===== src/djq_pkg.sv =====
package djq_pkg;

	localparam int TIME_W = 48;
	localparam int DELAY_W = 32;
	localparam int ROOM_W = 32;
	localparam int HANDLE_W = 16;
	localparam int MAX_RESULTS = 32;
	localparam int CMD_QUEUE_DEPTH = 2;
	localparam logic [TIME_W-1:0] TIME_MAX = {TIME_W{1'b1}};

	typedef enum logic [1:0] {
		OP_ADD = 2'd0,
		OP_RELEASE = 2'd1,
		OP_CLEAR = 2'd2
	} opcode_t;

	typedef enum logic [1:0] {
		KIND_DUE = 2'd0,
		KIND_FULL = 2'd1,
		KIND_CANCEL = 2'd2
	} kind_t;

	typedef enum logic [1:0] {
		BK_IDLE,
		BK_INSERT,
		BK_EMIT
	} back_state_t;

	// For an add, tick holds the computed deadline; otherwise it holds now.
	typedef struct packed {
		opcode_t op;
		logic [TIME_W-1:0] tick;
		logic [ROOM_W-1:0] room;
		logic [HANDLE_W-1:0] handle;
	} cmd_t;

	typedef struct packed {
		logic [TIME_W-1:0] deadline;
		logic [ROOM_W-1:0] room;
		logic [HANDLE_W-1:0] handle;
	} entry_t;

	typedef struct packed {
		logic valid;
		kind_t kind;
		entry_t entry;
		logic last;
	} result_t;

endpackage


===== src/djq_front.sv =====
module djq_front (
	input logic start,
	input logic [1:0] opcode,
	input logic [djq_pkg::TIME_W-1:0] now,
	input logic [djq_pkg::DELAY_W-1:0] delay,
	input logic [djq_pkg::ROOM_W-1:0] room_id,
	input logic [djq_pkg::HANDLE_W-1:0] job_handle,
	input logic queue_full,
	output logic busy,
	output logic push,
	output djq_pkg::cmd_t cmd
);
	import djq_pkg::*;

	logic [TIME_W:0] sum;
	logic [TIME_W-1:0] deadline;
	logic known_op;

	assign sum = {1'b0, now} + {{(TIME_W + 1 - DELAY_W){1'b0}}, delay};
	assign deadline = sum[TIME_W] ? TIME_MAX : sum[TIME_W-1:0];

	always_comb begin
		known_op = 1'b0;
		cmd.op = OP_ADD;
		cmd.tick = now;
		cmd.room = room_id;
		cmd.handle = job_handle;
		unique case (opcode)
			OP_ADD: begin
				known_op = 1'b1;
				cmd.op = OP_ADD;
				cmd.tick = deadline;
			end
			OP_RELEASE: begin
				known_op = 1'b1;
				cmd.op = OP_RELEASE;
			end
			OP_CLEAR: begin
				known_op = 1'b1;
				cmd.op = OP_CLEAR;
			end
			default: begin
				known_op = 1'b0;
			end
		endcase
	end

	assign busy = queue_full;
	assign push = start && !queue_full && known_op;

endmodule


===== config.mk =====
export PLATFORM = sky130hd
export DESIGN_NAME = djq_front
export DESIGN_NICKNAME = d
export VERILOG_FILES = /design/src/djq_pkg.sv /design/src/djq_front.sv
export SDC_FILE = /design/constraint.sdc
export NUM_CORES = 1
export LEC_CHECK = 0
export BUFFER_PORTS_ARGS = -buffer_cell sky130_fd_sc_hd__buf_2
export CORE_ASPECT_RATIO = 1.4
export CORE_UTILIZATION = 30
export DETAILED_ROUTE_END_ITERATION = 10
export GPL_TIMING_DRIVEN = 0
export PLACE_DENSITY_LB_ADDON = 0.08
export SYNTH_ARGS = -nofsm -noshare
export SYNTH_HDL_FRONTEND = slang
export SYNTH_SLANG_ARGS = --single-unit

===== constraint.sdc =====
create_clock -name vclk -period 5.54
set_input_delay 0.554 -clock vclk [all_inputs]
set_output_delay 0.554 -clock vclk [all_outputs]
set_load 0.02 [all_outputs]

== Word level (Yosys, flattened, before mapping) ==
Cells that the tools add are included.
Storage, ports and cells
  word-level logic and storage cells: 12
  input port bits: 132
  register bits after elaboration: 0
Operators by class
  mux-type cells: 4
  $add $sub $neg: 1
  reduce and logical (&&, ||, !) cells: 5
  eq/ne operators: 2
Operators with widths (number)
  48-bit 2-to-1 mux: 2
  48-bit by 32-bit adder with 49-bit output: 1
  2-bit case mux with 2 select lines: 1
  3-bit OR reduction: 1
  2-bit by 1-bit equality test with 1-bit output (second input constant): 1
  2-bit equality test (second input constant): 1
  1-bit logical AND: 2
  2-bit zero test: 1
  1-bit zero test: 1
  1-bit 2-to-1 mux: 1

== Logic depth before layout (Yosys ltp) ==
Gate-level depths: netlist (run 1).
  word-level depth: 4
  depth in mapped cells: 11
  gate-level depth less buffers: 10

== Worst setup path after synthesis (run 1) ==
No wires, ideal clock.
  path type: in2out
  start: input port now[9] (netlist name)
  end: output port cmd[95] (netlist name)
  buffers on the path: 0
  data arrival time: 2995 ps
  required time: 4986 ps
  slack: 1991 ps
  stages on the path: 9
  cell sequence: ha_1 nand2_2 or3_1 or3_4 a211o_1 and2_4 a21oi_2 nand2_1 a21boi_0
RTL lines
  start: declaration: RTL line djq_front.sv:4  | input logic [djq_pkg::TIME_W-1:0] now,
  end: declaration: RTL line djq_front.sv:11  | output djq_pkg::cmd_t cmd

==> results of run 1 <==
cell usage in the layout, fill, tap and decap left out, drive strengths merged, types with 7 or more instances in the layout:
| cell type | synthesis | final |
|---|---|---|
| a21o | 11 | 11 |
| a21oi | 41 | 41 |
| and3 | 9 | 9 |
| buf | 52 | 235 |
| clkbuf | 14 | 14 |
| ha | 32 | 32 |
| inv | 8 | 8 |
| mux2 | 7 | 7 |
| nand2 | 46 | 46 |
| nand2b | 7 | 7 |
| nand3 | 17 | 17 |
| nand4 | 8 | 8 |
| nor2 | 25 | 25 |
| o211ai | 10 | 10 |
| o21ai | 23 | 23 |
| o22a | 26 | 26 |
| xnor2 | 21 | 21 |
| xor2 | 10 | 10 |
per-layer routing:
metal	GRT usage [%]	wire, um
met4	2.292	125
met2	37.06	5343
met3	0.4762	615
met1	20.51	4056
met5	0	0
worst max-delay path by stage:
| stage | cells after the start | to | slack [ps] |
|---|---|---|---|
| finish | 12 | cmd[76] | 1220 |
| global placement | 12 | cmd[71] | 1240 |
| detailed placement | 12 | cmd[60] | 1200 |
| floorplan | 9 | cmd[95] | 1990 |
| CTS | 12 | cmd[60] | 1190 |
| global route | 12 | cmd[60] | 940 |
stage by stage:
step | hold slack, ps | total power [W] | util [%] | std cells | worst slack, ps
finish | 1324 | 0.0004661 | 41.82 | 759 | 1219
global route | 1328 | 0.0005112 | 41.82 | 759 | 942.2
CTS | 1325 | 0.0004687 | 41.82 | 759 | 1190
detailed placement | 1325 | 0.0004661 | 41.82 | 759 | 1202
global placement | 1326 | 0.0004627 | 41.82 | 759 | 1239
floorplan | 1186 | 0.0003293 | - | 441 | 1991
power groups by stage:
stage	Combinational, W	Clock (W)	Sequential [W]
floorplan	0.000329	0	0
finish	0.000466	0	0
detailed placement	0.000466	0	0
global placement	0.000463	0	0
global route	0.000511	0	0
CTS	0.000469	0	0
cell type report:
| cell class | count | area (sq um) |
|---|---|---|
| Fill cell | 1100 | 5728 |
| Multi-Input combinational cell | 367 | 2556 |
| Timing Repair Buffer | 183 | 915.9 |
| Buffer | 66 | 446.7 |
| Tap cell | 135 | 168.9 |
| Inverter | 8 | 30.03 |
cells by family after synthesis:
logic type / share of synthesized area (%)
adders and majority gates: 13.86
and+or+nand+nor: 23.14
muxes: 2.599
buffers and inverters: 15.72
AOI/OAI and AO/OA: 35.73
xor gates and xnor gates: 8.952
==> flow_summary.json, run 1 <==
{
  "status": "complete, no violations",
  "dp_hpwl_mm": 8.732,
  "yosys-top-cells-area": "ha_1 13%, buf_4 12%, o22a_1 7.5%, a21oi_1 6.4%, xnor2_1 6.1%",
  "netlist_area_sq_um": 3033,
  "ys_types": 57,
  "fin_crit_sh_pct": 78.00,
  "die-area_sq_um": 10520,
  "crit_buf_inv": 2,
  "cp.required_ps": 4990,
  "row_count": 43,
  "vias": 3876,
  "worstSetupEndpointType": "output pin",
  "grt_overflow": 0,
  "wire_per_inst_um": 13.36,
  "grt_pass1_vias": 3589,
  "arrival_ps": 3770,
  "clock_buffers": 0,
  "max_slew_margin_pct": 34.09,
  "vias_per_cell": 5.107,
  "startpoint": "now[0]",
  "syn_inst": 441,
  "synth_warnings": 0,
  "ys_seq_area_share_pct": 0,
  "hold_viol": 0,
  "drt_iter0_drc": 135,
  "cpLargestDelayFamily": "compound AO/OA/AOI/OAI gates",
  "fmax_mhz": 231.4,
  "yosysTopAreaCell": "ha_1",
  "max-vdd-ir-drop_mv": 0.03741,
  "core_area_sq_um": 9846,
  "synth_commonest_cells": "49 x buf_4, 45 x nand2_1, 39 x a21oi_1",
  "hold_path_class": "input port to output pin",
  "setup_viol": 0,
  "regArea_sq_um": 0,
  "power_switching_share_pct": 57.31,
  "p_switching_w": 0.0002671,
  "seq_cells": 0,
  "die_w_um": 86.98,
  "grt_max_degree": 11,
  "grt_usage_pct": 18.08,
  "n_antenna_cell": 0,
  "routed_wl_mm": 10.14,
  "synth_top_cell_area_share_pct": 13.20,
  "seqPwrFrac_pct": 0,
  "ctsHoldBuffers": 0,
  "grt_pass1_wl_mm": 15.78,
  "finalSetupTns_ps": 0,
  "fp.dieH_um": 121.0,
  "ant_nets": 0,
  "criticalPathCategory": "input port to output pin",
  "syn_avg_cell_area_sq_um": 6.877,
  "cts_resized": 0,
  "p_int_w": 0.0001990,
  "start_util_pct": 30.80,
  "power_density_nw_per_um2": 113.2,
  "worst_pin_slew_ps": 980.2,
  "p_leak_nw": 2.050,
  "area_growth_pct": 35.77,
  "postCtsSetupRepairBufs": 0,
  "drc": 0,
  "cp-start-kind": "input port",
  "globalplace.congestion": 0.8877,
  "slew_viol_final": 0,
  "hold_end": "cmd[16]",
  "combPwrFrac_pct": 100.0,
  "path_cells": "buf_2 -> ha_1 -> fa_1 -> a21o_1 -> a31oi_1 -> o41ai_1 -> a221oi_1 -> o41ai_2 -> a2111oi_0 -> o41ai_1 -> nand3_1 -> buf_2",
  "hp-start": "room_id[0]",
  "yosysMostFrequentCell": "buf_4",
  "max_cap_violations": 0,
  "place_area_sq_um": 4118,
  "synth_nets": 606,
  "nets": 791,
  "whs_path_depth": 2,
  "min_period_ps": 4321,
  "critPathMaxFanout": 3,
  "clkPwrFrac_pct": 0,
  "io_buffers": 183,
  "grt_antenna_before_repair": 0,
  "rsz0062_at_grt": "no",
  "drive_gt1_share_pct": 40.22,
  "ios": 232,
  "finalInstanceArea_sq_um": 4118,
  "drt_pass1_iterations": 5,
  "cp_slowest_cell": "a221oi_1",
  "max_stage_delay_ps": 650
}
Note: power is estimated with default switching activity, not from simulation.
==> run 2: changes to the inputs <==
==> constraint.sdc (replaced) <==
create_clock -name vclk -period 4.09
set_input_delay 0.409 -clock vclk [all_inputs]
set_output_delay 0.409 -clock vclk [all_outputs]
set_load 0.02 [all_outputs]
==> run 2 against run 1 <==
Count of clock-buffer cells in the layout did not move. Critical path depth did not move. Worst hold slack got worse by 290 ps. Final cell count rose by 0.26%. Cell area rose by 0.64%. Die area did not move. Global-route usage did not move. Flip-flop and latch count did not move. Non-clock buffer count rose by 2. Sequential share of layout area did not move.
==> flow_summary.json, run 2 (synthesized netlist as in run 1, its figures left out) <==
{
  "status": "complete, no violations",
  "regArea_sq_um": 0,
  "whs_path_depth": 2,
  "start_util_pct": 30.80,
  "finalSetupTns_ps": 0,
  "row_count": 43,
  "ios": 232,
  "drive_gt1_share_pct": 40.73,
  "io_buffers": 183,
  "grt_antenna_before_repair": 0,
  "min_period_ps": 3814,
  "worstSetupEndpointType": "output pin",
  "layout_commonest_cell": "buf_2",
  "routed_wl_mm": 10.17,
  "hold_viol": 0,
  "vias": 3901,
  "n_antenna_cell": 0,
  "fmax_mhz": 262.2,
  "hold_path_class": "input port to output pin",
  "p_leak_nw": 2.062,
  "hold_ws_ps": 1034,
  "die-area_sq_um": 10520,
  "drt_iter0_drc": 133,
  "cp.required_ps": 3680,
  "power_density_nw_per_um2": 153.0,
  "clock_buffers": 0,
  "drt_pass1_iterations": 4,
  "cp-start-kind": "input port",
  "setup_viol": 0,
  "most-common-layout-cells": "183 x buf_2, 51 x buf_4, 45 x nand2_1",
  "ctsHoldBuffers": 0,
  "max-vdd-ir-drop_mv": 0.05066,
  "grt_usage_pct": 18.08,
  "grt_pass1_wl_mm": 15.78,
  "grt_max_degree": 11,
  "vias_per_cell": 5.126,
  "max_cap_violations": 0,
  "seq_cells": 0,
  "power.total_w": 0.0006341,
  "ant_nets": 0,
  "criticalPathCategory": "input port to output pin",
  "slew_viol_final": 0,
  "drc": 0,
  "rsz0062_at_grt": "no",
  "fp.dieH_um": 121.0,
  "worst_pin_slew_ps": 619.4,
  "globalplace.congestion": 0.8877,
  "max_slew_margin_pct": 58.46,
  "area_growth_pct": 36.63,
  "dp_hpwl_mm": 8.732,
  "grt_pass1_vias": 3589,
  "grt_overflow": 0,
  "nets": 793,
  "arrival_ps": 3400,
  "die_w_um": 86.98,
  "critPathMaxFanout": 3,
  "fin_crit_sh_pct": 93.24,
  "core_area_sq_um": 9846,
  "wire_per_inst_um": 13.36
}
==> run 2: repair_timing <==
item,4_1_cts,5_1_grt
buffers inserted,0,2
hold endpoints to repair,0,0
resized for setup,0,2
endpoints found under the setup margin,0,11
==> run 2: layout make-up <==
cell class                      count  area (sq um)
Fill cell                        1098          5702
Timing Repair Buffer              185         930.9
Tap cell                          135         168.9
Buffer                             66         446.7
Inverter                            8         30.03
Multi-Input combinational cell    367          2567
==> run 2: stage by stage <==
stage          utilization [%]  cells  setup WS [ps]  instance area, sq um
2_1_floorplan                -    441          831.2                  3033
3_3_place_gp             41.82    759          78.64                  4118
3_5_place_dp             41.82    759          42.42                  4118
4_1_cts                  41.82    759          29.92                  4118
5_1_grt                  42.09    761          78.77                  4144
6_report                 42.09    761          276.5                  4144
==> run 2: final timing paths <==
| check | from | endpoint | slack (ps) |
|---|---|---|---|
| worst max-delay path | now[0] | cmd[76] | 280 |
| worst min-delay path | room_id[0] | cmd[16] | 1030 |
==> run 2: power by group <==
| group | total [W] | switching (W) | leakage (nW) | internal [W] |
|---|---|---|---|---|
| combinational | 0.000634 | 0.000364 | 2.06 | 0.000270 |
| sequential | 0 | 0 | 0 | 0 |
| clock | 0 | 0 | 0 | 0 |
| total | 0.000634 | 0.000364 | 2.06 | 0.000270 |
==> run 2: worst max-delay path, cell delays in order <==
cell and delay (ps):
buf_2 110, ha_1 240, fa_1 420, a21o_1 230, a31oi_1 320, o41ai_1 150, a221oi_2 450, o41ai_2 160
a2111oi_0 460, o41ai_1 170, nand3_1 120, buf_2 170
==> run 2: layer usage <==
metal / track usage [%] / part of all wire [%]
met1: 20.51 / 40
met2: 37.06 / 53
met3: 0.4762 / 6.3
met4: 2.292 / 1.1
met5: 0 / 0
