## src/djq_pkg.sv

```systemverilog
package djq_pkg;

	localparam int TIME_W = 48;
	localparam int DELAY_W = 32;
	localparam int ROOM_W = 32;
	localparam int HANDLE_W = 16;
	localparam int MAX_RESULTS = 32;
	localparam int CMD_QUEUE_DEPTH = 2;
	localparam logic [TIME_W-1:0] TIME_MAX = {TIME_W{1'b1}};

	typedef enum logic [1:0] {
		OP_ADD = 2'd0,
		OP_RELEASE = 2'd1,
		OP_CLEAR = 2'd2
	} opcode_t;

	typedef enum logic [1:0] {
		KIND_DUE = 2'd0,
		KIND_FULL = 2'd1,
		KIND_CANCEL = 2'd2
	} kind_t;

	typedef enum logic [1:0] {
		BK_IDLE,
		BK_INSERT,
		BK_EMIT
	} back_state_t;

	// For an add, tick holds the computed deadline; otherwise it holds now.
	typedef struct packed {
		opcode_t op;
		logic [TIME_W-1:0] tick;
		logic [ROOM_W-1:0] room;
		logic [HANDLE_W-1:0] handle;
	} cmd_t;

	typedef struct packed {
		logic [TIME_W-1:0] deadline;
		logic [ROOM_W-1:0] room;
		logic [HANDLE_W-1:0] handle;
	} entry_t;

	typedef struct packed {
		logic valid;
		kind_t kind;
		entry_t entry;
		logic last;
	} result_t;

endpackage

```

## src/djq_fifo.sv

```systemverilog
module djq_fifo (
	input logic clk,
	input logic arst_n,
	input logic push,
	input djq_pkg::cmd_t wr_cmd,
	input logic pop,
	output djq_pkg::cmd_t rd_cmd,
	output logic empty,
	output logic full
);
	import djq_pkg::*;

	localparam int PW = (CMD_QUEUE_DEPTH > 1) ? $clog2(CMD_QUEUE_DEPTH) : 1;
	localparam int FW = $clog2(CMD_QUEUE_DEPTH + 1);

	cmd_t slot_q [CMD_QUEUE_DEPTH];
	logic [PW-1:0] wr_ptr_q;
	logic [PW-1:0] rd_ptr_q;
	logic [FW-1:0] fill_q;
	logic do_push;
	logic do_pop;

	assign empty = (fill_q == '0);
	assign full = (fill_q == FW'(CMD_QUEUE_DEPTH));
	assign do_push = push && !full;
	assign do_pop = pop && !empty;
	assign rd_cmd = slot_q[rd_ptr_q];

	always_ff @(posedge clk or negedge arst_n) begin
		if (!arst_n) begin
			wr_ptr_q <= '0;
			rd_ptr_q <= '0;
			fill_q <= '0;
		end else begin
			if (do_push) begin
				wr_ptr_q <= (wr_ptr_q == PW'(CMD_QUEUE_DEPTH - 1)) ? '0 : wr_ptr_q + 1'b1;
			end
			if (do_pop) begin
				rd_ptr_q <= (rd_ptr_q == PW'(CMD_QUEUE_DEPTH - 1)) ? '0 : rd_ptr_q + 1'b1;
			end
			if (do_push && !do_pop) begin
				fill_q <= fill_q + 1'b1;
			end else if (do_pop && !do_push) begin
				fill_q <= fill_q - 1'b1;
			end
		end
	end

	always_ff @(posedge clk) begin
		if (do_push) begin
			slot_q[wr_ptr_q] <= wr_cmd;
		end
	end

endmodule

```

## config.mk

```make
export PLATFORM = sky130hd
export DESIGN_NAME = djq_fifo
export DESIGN_NICKNAME = d
export VERILOG_FILES = /design/src/djq_pkg.sv /design/src/djq_fifo.sv
export SDC_FILE = /design/constraint.sdc
export NUM_CORES = 1
export LEC_CHECK = 0
export ABC_AREA = 1
export BUFFER_PORTS_ARGS = -buffer_cell sky130_fd_sc_hd__buf_2
export CORE_ASPECT_RATIO = 0.8
export CORE_MARGIN = 2
export CORE_UTILIZATION = 50
export DETAILED_ROUTE_END_ITERATION = 8
export PLACE_DENSITY = 0.77
export RECOVER_POWER = 50
export SKIP_CTS_REPAIR_TIMING = 1
export SLEW_MARGIN = 20
export SYNTH_ARGS = -nofsm -noshare
export SYNTH_HDL_FRONTEND = slang
export SYNTH_SLANG_ARGS = --single-unit
```

## constraint.sdc

```tcl
create_clock -name clk -period 6.5 [get_ports clk]
set_input_delay 1.95 -clock clk [delete_from_list [all_inputs] [get_ports clk]]
set_output_delay 1.95 -clock clk [all_outputs]
set_load 0.05 [all_outputs]
```

After elaboration in Yosys (flattened, before gate mapping) --
Memory sizes are Yosys's and may differ from the RTL's. Index checks and enable logic that the tools add are counted.
Word-level totals: register bits 4, memory bits (writable) 196, bits of input ports 102, output and inout port bits 100, word-level logic and storage cells 25, memories kept 1
Memories:
- slot_q | words 2, bits a word 98, rd ports 1, clocked after Yosys merged registers in 0, wr ports 1, line djq_fifo.sv:16 | cmd_t slot_q [CMD_QUEUE_DEPTH];
Cells by class: $add $sub $neg 4, equality and inequality tests 1, mux-type cells 6, reduce and logical (&&, ||, !) cells 10
Operators with widths (number):
- 1-bit logical AND | 4
- 1-bit logical NOT | 4
- 1-bit two-way mux | 4
- 2-bit two-way mux | 2
- 1-bit adder (second input constant) | 2
- 2-bit by 1-bit adder with 2-bit output (second input constant) | 1
- 2-bit equality test (second input constant) | 1
- 2-bit logical NOT | 1
- 2-bit nonzero test | 1
- 2-bit by 1-bit subtractor with 2-bit output (second input constant) | 1

Depth between registers and ports, before layout --
Gate-level depths: netlist (run 1).
depth after elaboration 7, gate-level depth with buffers 9, gate-level depth less buffers 9

Least setup slack after synthesis (run 1) --
No wires, ideal clock.
kind input-to-reg, start input push, end memory slot_q[1][0] in the netlist's numbering, enable pin, setup time 0.556 ns, arrival time 6.135 ns, setup slack -0.191 ns, stages on the path 2, cells stage by stage o21ai_0 > nor2_1
Between the ends: longest elaborated chain between the ends 3
RTL lines:
- start: declaration | line djq_fifo.sv:4 | input logic push,
- 1-bit logical AND | line djq_fifo.sv:25 | assign do_push = push && !full;
- 1-bit two-way mux | line djq_fifo.sv:50 | if (do_push) begin
- 1-bit two-way mux (not written as such) | line djq_fifo.sv:51 | slot_q[wr_ptr_q] <= wr_cmd;
- end: declaration | line djq_fifo.sv:16
Every way passes these cells.

==> results of run 1 <==
==> cell type report <==
type	instances	area (µm²)	share of cell area (%)
clock inverter	14	105	1.17
tap	184	230	2.57
antenna	1	2.50	0.0279
sequential	200	5990	66.9
multi-input combinational	314	1200	13.4
clock buffer	18	429	4.79
inverter	8	35.0	0.391
timing repair buffer	205	962	10.7
==> state kept, by name, summed over array words and instances (netlist names) <==
signal    cells
slot_q      196
fill_q        2
rd_ptr_q      1
wr_ptr_q      1
==> cell usage in the layout, fill, tap and decap left out, drive strengths merged <==
| cell | count |
|---|---|
| clkbuf | 84 |
| edfxtp | 196 |
| nand2 | 303 |
| nand4 | 1 |
| xnor2 | 1 |
| buf | 139 |
| o21ai | 2 |
| bufinv | 1 |
| nand3 | 1 |
| diode | 1 |
| clkinv | 10 |
| inv | 11 |
| nand3b | 1 |
| dfrtp | 4 |
| ha | 1 |
| nor2 | 4 |
==> kinds of logic (layout without fill, tap and decap cells) <==
kind of cell | count (synthesis) | count (layout) | synth area share [%]
XOR/XNOR | 1 | 1 | 0.119
other | 0 | 1 | 0
AND/OR/NAND/NOR | 310 | 310 | 15.9
adder cells (fa/ha/maj) | 1 | 1 | 0.170
AO/OA/AOI/OAI | 2 | 2 | 0.136
flip-flops | 200 | 200 | 81.5
buffers and inverters | 29 | 245 | 2.15
==> metrics by stage <==
step           std cells  cell area [µm²]  utilization, %
6_report             944             8960            62.6
3_5_place_dp         910             8510            59.5
5_1_grt              943             8950            62.6
2_1_floorplan        543             7350               -
3_3_place_gp         910             8510            59.5
4_1_cts              942             9040            63.2
==> layer usage <==
layer	vias to the layer above	track usage, %
met1	2182	24.6
li1	2232	-
met3	13	5.63
met5	-	0
met4	0	6.33
met2	210	30.2
==> worst paths after layout <==
kind	start	endpoint	slack, ns	cells after the start
worst min register to register	wr_ptr_q	wr_ptr_q	0.49	2
min in group asynchronous	arst_n	wr_ptr_q	1.35	1
worst min-delay path	wr_ptr_q	wr_ptr_q	0.49	2
worst max register to register	fill_q[1]	slot_q[1][61]	3.25	4
max in group asynchronous	arst_n	rd_ptr_q	4.92	1
worst max-delay path	rd_ptr_q	rd_cmd[8]	2.01	4
==> critical path: stages, from the launching register on <==
cell and delay [ns]:
dfrtp_4 0.69, inv_4 0.75, nand2_1 0.13, nand2_1 0.15, buf_2 0.28
==> results by group, run 1 <==
Outcome
  – Status: finished, violations left
  – Failing checks: capacitance limit, slew limit

Placed design
  – IO buf count: 201
  – Routability Congestion: 0.767
  – HPWL after detailed placement: 9260 µm
  – Pre-CTS setup slack: 2.46 ns

Floorplan
  – Row count: 39
  – Initial core utilization: 51.4%
  – Die ar.: 0.0157 mm²
  – Die width: 140 µm
  – Die span in y: 112 µm
  – Core area: 0.0143 mm²
  – IO Pins: 202

Timing
  – Final setup TNS: 0 ns
  – RSZ-0062 raised after global routing: false
  – Minimum clock period: 4.49 ns
  – Fin worst setup slack: 2.01 ns
  – Worst hold slack: 0.494 ns
  – FMAX: 0.223 GHz
  – Slew HR: -13.2%
  – Clock Skew: 0.0115 ns
  – Setup violations, final: 0
  – Hold Fails Final Rpt: 0
  – Worst-Margin Slew: 1.69 ns
  – Period utilisation layout: 69.1%
  – Slew Viols, Final: 19

Cells and area
  – Share of cells above drive strength 1: 22.1%
  – Nets@finish: 849
  – Layout fillers: 1080
  – Area grow syn2layout: 21.9%

CTS
  – Clock Latency Late Sink: 0.42 ns
  – Root buf cell: clkbuf_16
  – Clk sinks: 200
  – Number of CTS-inserted buffers: 17
  – Htree depth: 4
  – Clock tree buffer depth: 2
  – CTS tree: yes
  – CTS clock-pin slew for the worst setup and hold paths: 0.07 ns

Routing
  – DRT antenna net count: 0
  – Drt via density: 4.91
  – Initial DRC count: 316
  – Detail Route met2 WL: 6820 µm
  – Routed len/inst: 15.3 µm
  – Drt drc: 0
  – Metal3 WL: 1240 µm
  – DRT Pass-1 Iters: 5
  – Routed wire length: 14500 µm
  – Routed vias: 4637
  – Highest metal used: met4
  – M1 wire length: 6250 µm

Synthesis
  – Area leader, netlist: edfxtp_1
  – Top-count cell post-synth: nand2_1
  – Post-synth ARST share: 2.00%
  – Synth area leaders: edfxtp_1 (80%), nand2_1 (15%), dfrtp_1 (1.4%)
  – Post-synth cell types: 15
  – Seq cells post-synth: 200
  – Synth Area per Inst: 13.5 µm²
  – YS warnings: 0
  – Post-synth EDFFs: 196
  – Top cells by count, synth: nand2_1 (303), edfxtp_1 (196), buf_2 (16)
  – Post-Synthesis Cell Area: 0.00735 mm²
  – Top cell type's share of synthesized area: 80.1%
  – Synth Flop Type: edfxtp_1
  – Sequential fraction of the synthesis area: 81.5%
  – Syn_nets: 646
  – Synth Instances: 543

Critical path
  – Arrival @ worst endpoint: 2.54 ns
  – Worst Path Max Fanout: 99
  – CP Launch Type: flop
  – CP Capture Type: output pin
  – Worst Path Required: 4.55 ns
  – Crit Path Class: reg2out

Flow run
  – Max-Cap Viols: 1

Global route
  – Number of global-route vias before repair: 4602
  – Tot GR Track Use: 18.7%
  – Pin count of the biggest net entering global routing: 100
  – GRT Residual Overflow: 0
  – Initial antenna violation count: 0
  – First-pass GRT wire length: 22500 µm

Hold path
  – Hold Path Class: reg2reg
Power of run 1 is not shown: default switching activity piles up to over one toggle a cycle in this logic, so the estimate is an artifact.
==> inputs of run 2 (changes only) <==
Settings changed: CORE_UTILIZATION 50 to 47, PLACE_DENSITY 0.77 to 0.76.
Clock period 6.5 ns to 3.7 ns, I/O delays scaled along.
==> results by group, run 2 (synthesized netlist as in run 1, its figures left out) <==
CTS
  – CTS tree: yes
  – CTS clock-pin slew for the worst setup and hold paths: 0.07 ns (about the same)
  – Number of CTS-inserted buffers: 17 (unchanged)
  – Clk sinks: 200 (unchanged)
  – Htree depth: 4 (unchanged)
  – Clock tree buffer depth: 2 (unchanged)
  – Clock Latency Late Sink: 0.43 ns (about the same)
  – Root buf cell: clkbuf_16

Critical path
  – R2r startpoint: fill_q[1]
  – Register-to-Register Setup Slack: 1.35 ns (-1.90 ns)
  – Critical Path Source: rd_ptr_q
  – Worst Setup EP: rd_cmd[5]
  – Arrival @ worst endpoint: 2.22 ns (-0.32 ns)
  – Worst Path Required: 2.59 ns (-1.96 ns)
  – FF-to-FF End: slot_q[1][67]
  – CP Capture Type: output pin
  – Crit Path Class: reg2out
  – CP Launch Type: flop
  – Worst Path Max Fanout: 33 (-67%)
  – Worst reg2reg path depth: 4 (unchanged)

Outcome
  – Status: finished clean

Cells and area
  – Most common cell after layout, fill and taps aside: nand2_1
  – Area grow syn2layout: 24.3%
  – Non-filler instance count after layout: 974 (+3.2%)
  – Max reg flops: 196 (unchanged)
  – Layout fillers: 1227 (+14%)
  – Nets@finish: 853 (+0.47%)
  – Reg with most FFs: slot_q
  – Largest registers: slot_q x196, fill_q x2
  – Share of cells above drive strength 1: 24.9% (+2.8 points)
  – Commonest cells after routing, fill and taps aside: nand2_1 (303), edfxtp_1 (196), buf_2 (147), clkbuf_1 (55), clkbuf_16 (17)

Timing
  – Worst-Margin Slew: 1.42 ns (-0.274 ns)
  – RSZ-0062 raised after global routing: false
  – Slew HR: 5.52% (+19 points)
  – Final setup TNS: 0 ns (unchanged)
  – Minimum clock period: 3.33 ns
  – Hold Fails Final Rpt: 0 (unchanged)
  – Setup violations, final: 0 (unchanged)
  – Slew Viols, Final: 0 (-19)
  – Clock Skew: 0.0102 ns (-0.00133 ns)
  – Period utilisation layout: 90.1%
  – FMAX: 0.300 GHz

Floorplan
  – Row count: 40 (+2.6%)
  – Die ar.: 0.0167 mm² (+6.2%)
  – Die width: 144 µm (+3.1%)
  – Core area: 0.0152 mm² (+6.1%)
  – IO Pins: 202 (unchanged)
  – Die span in y: 116 µm (+3.0%)
  – Initial core utilization: 48.4% (-2.9 points)

Routing
  – DRT antenna net count: 0 (unchanged)
  – Drt drc: 0 (unchanged)
  – Routed wire length: 15300 µm (+5.7%)
  – Drt via density: 4.78 (-2.7%)
  – Routed vias: 4653 (+0.35%)
  – Routed len/inst: 15.7 µm (+2.4%)
  – Initial DRC count: 326 (+3.2%)
  – DRT Pass-1 Iters: 5 (unchanged)

Hold path
  – Hold Path Class: in2async

Global route
  – Pin count of the biggest net entering global routing: 99 (-1.0%)
  – Initial antenna violation count: 1 (+1)
  – First-pass GRT wire length: 22800 µm (+1.4%)
  – Number of global-route vias before repair: 4640 (+0.83%)
  – GRT Residual Overflow: 0 (unchanged)
  – Tot GR Track Use: 18.4% (-0.27 points)

Placed design
  – Dpl cells: 941 (+3.4%)
  – HPWL after detailed placement: 10000 µm (+8.4%)
  – Routability Congestion: 0.824 (+7.3%)
  – IO buf count: 201 (unchanged)

Flow run
  – Max-Cap Viols: 0 (-1)
-- run 2: area by class of cell --
| class | count | area [µm²] | share of cell area, % |
|---|---|---|---|
| antenna | 1 | 2.50 | 0.0274 |
| tap | 210 | 263 | 2.88 |
| multi-input combinational | 314 | 1210 | 13.3 |
| clock buffer | 23 | 498 | 5.45 |
| inverter | 8 | 33.8 | 0.370 |
| timing repair buffer | 209 | 1020 | 11.2 |
| clock inverter | 9 | 110 | 1.21 |
| sequential | 200 | 5990 | 65.6 |
-- run 2: how the worst min path moves through the flow --
stage	depth (start not counted)	to	startpoint
floorplan	2	wr_ptr_q	wr_ptr_q
global placement	2	wr_ptr_q	wr_ptr_q
detailed placement	2	wr_ptr_q	wr_ptr_q
CTS	1	fill_q[1]	arst_n
global route	1	fill_q[1]	arst_n
finish	1	rd_ptr_q	arst_n
-- run 2: worst max-delay path, stage by stage (launching register included) --
cell and delay [ns]:
dfrtp_4 0.65, inv_4 0.34, buf_4 0.33, nand2_1 0.10, nand2_1 0.08, buf_2 0.26
-- run 2: routing by layer --
metal | GRT usage (%) | part of all wire, % | up-vias
li1 | - | - | 2247
met1 | 22.3 | 41 | 2226
met2 | 30.7 | 49 | 169
met3 | 7.19 | 9.0 | 11
met4 | 6.21 | 0.82 | 0
met5 | 0 | 0 | -
-- run 2: through the flow --
step | setup WS [ns] | instance area (µm²) | hold slack, ns | util [%]
finish | 0.366 | 9130 | 0.501 | 60.2
detailed placement | 0.804 | 8600 | 0.491 | 56.7
global route | 0.220 | 9130 | 0.507 | 60.2
floorplan | 0.460 | 7360 | 0.450 | -
global placement | 0.873 | 8600 | 0.465 | 56.7
CTS | 0.332 | 9210 | 0.458 | 60.7
Power of run 2 is left out for the same reason.
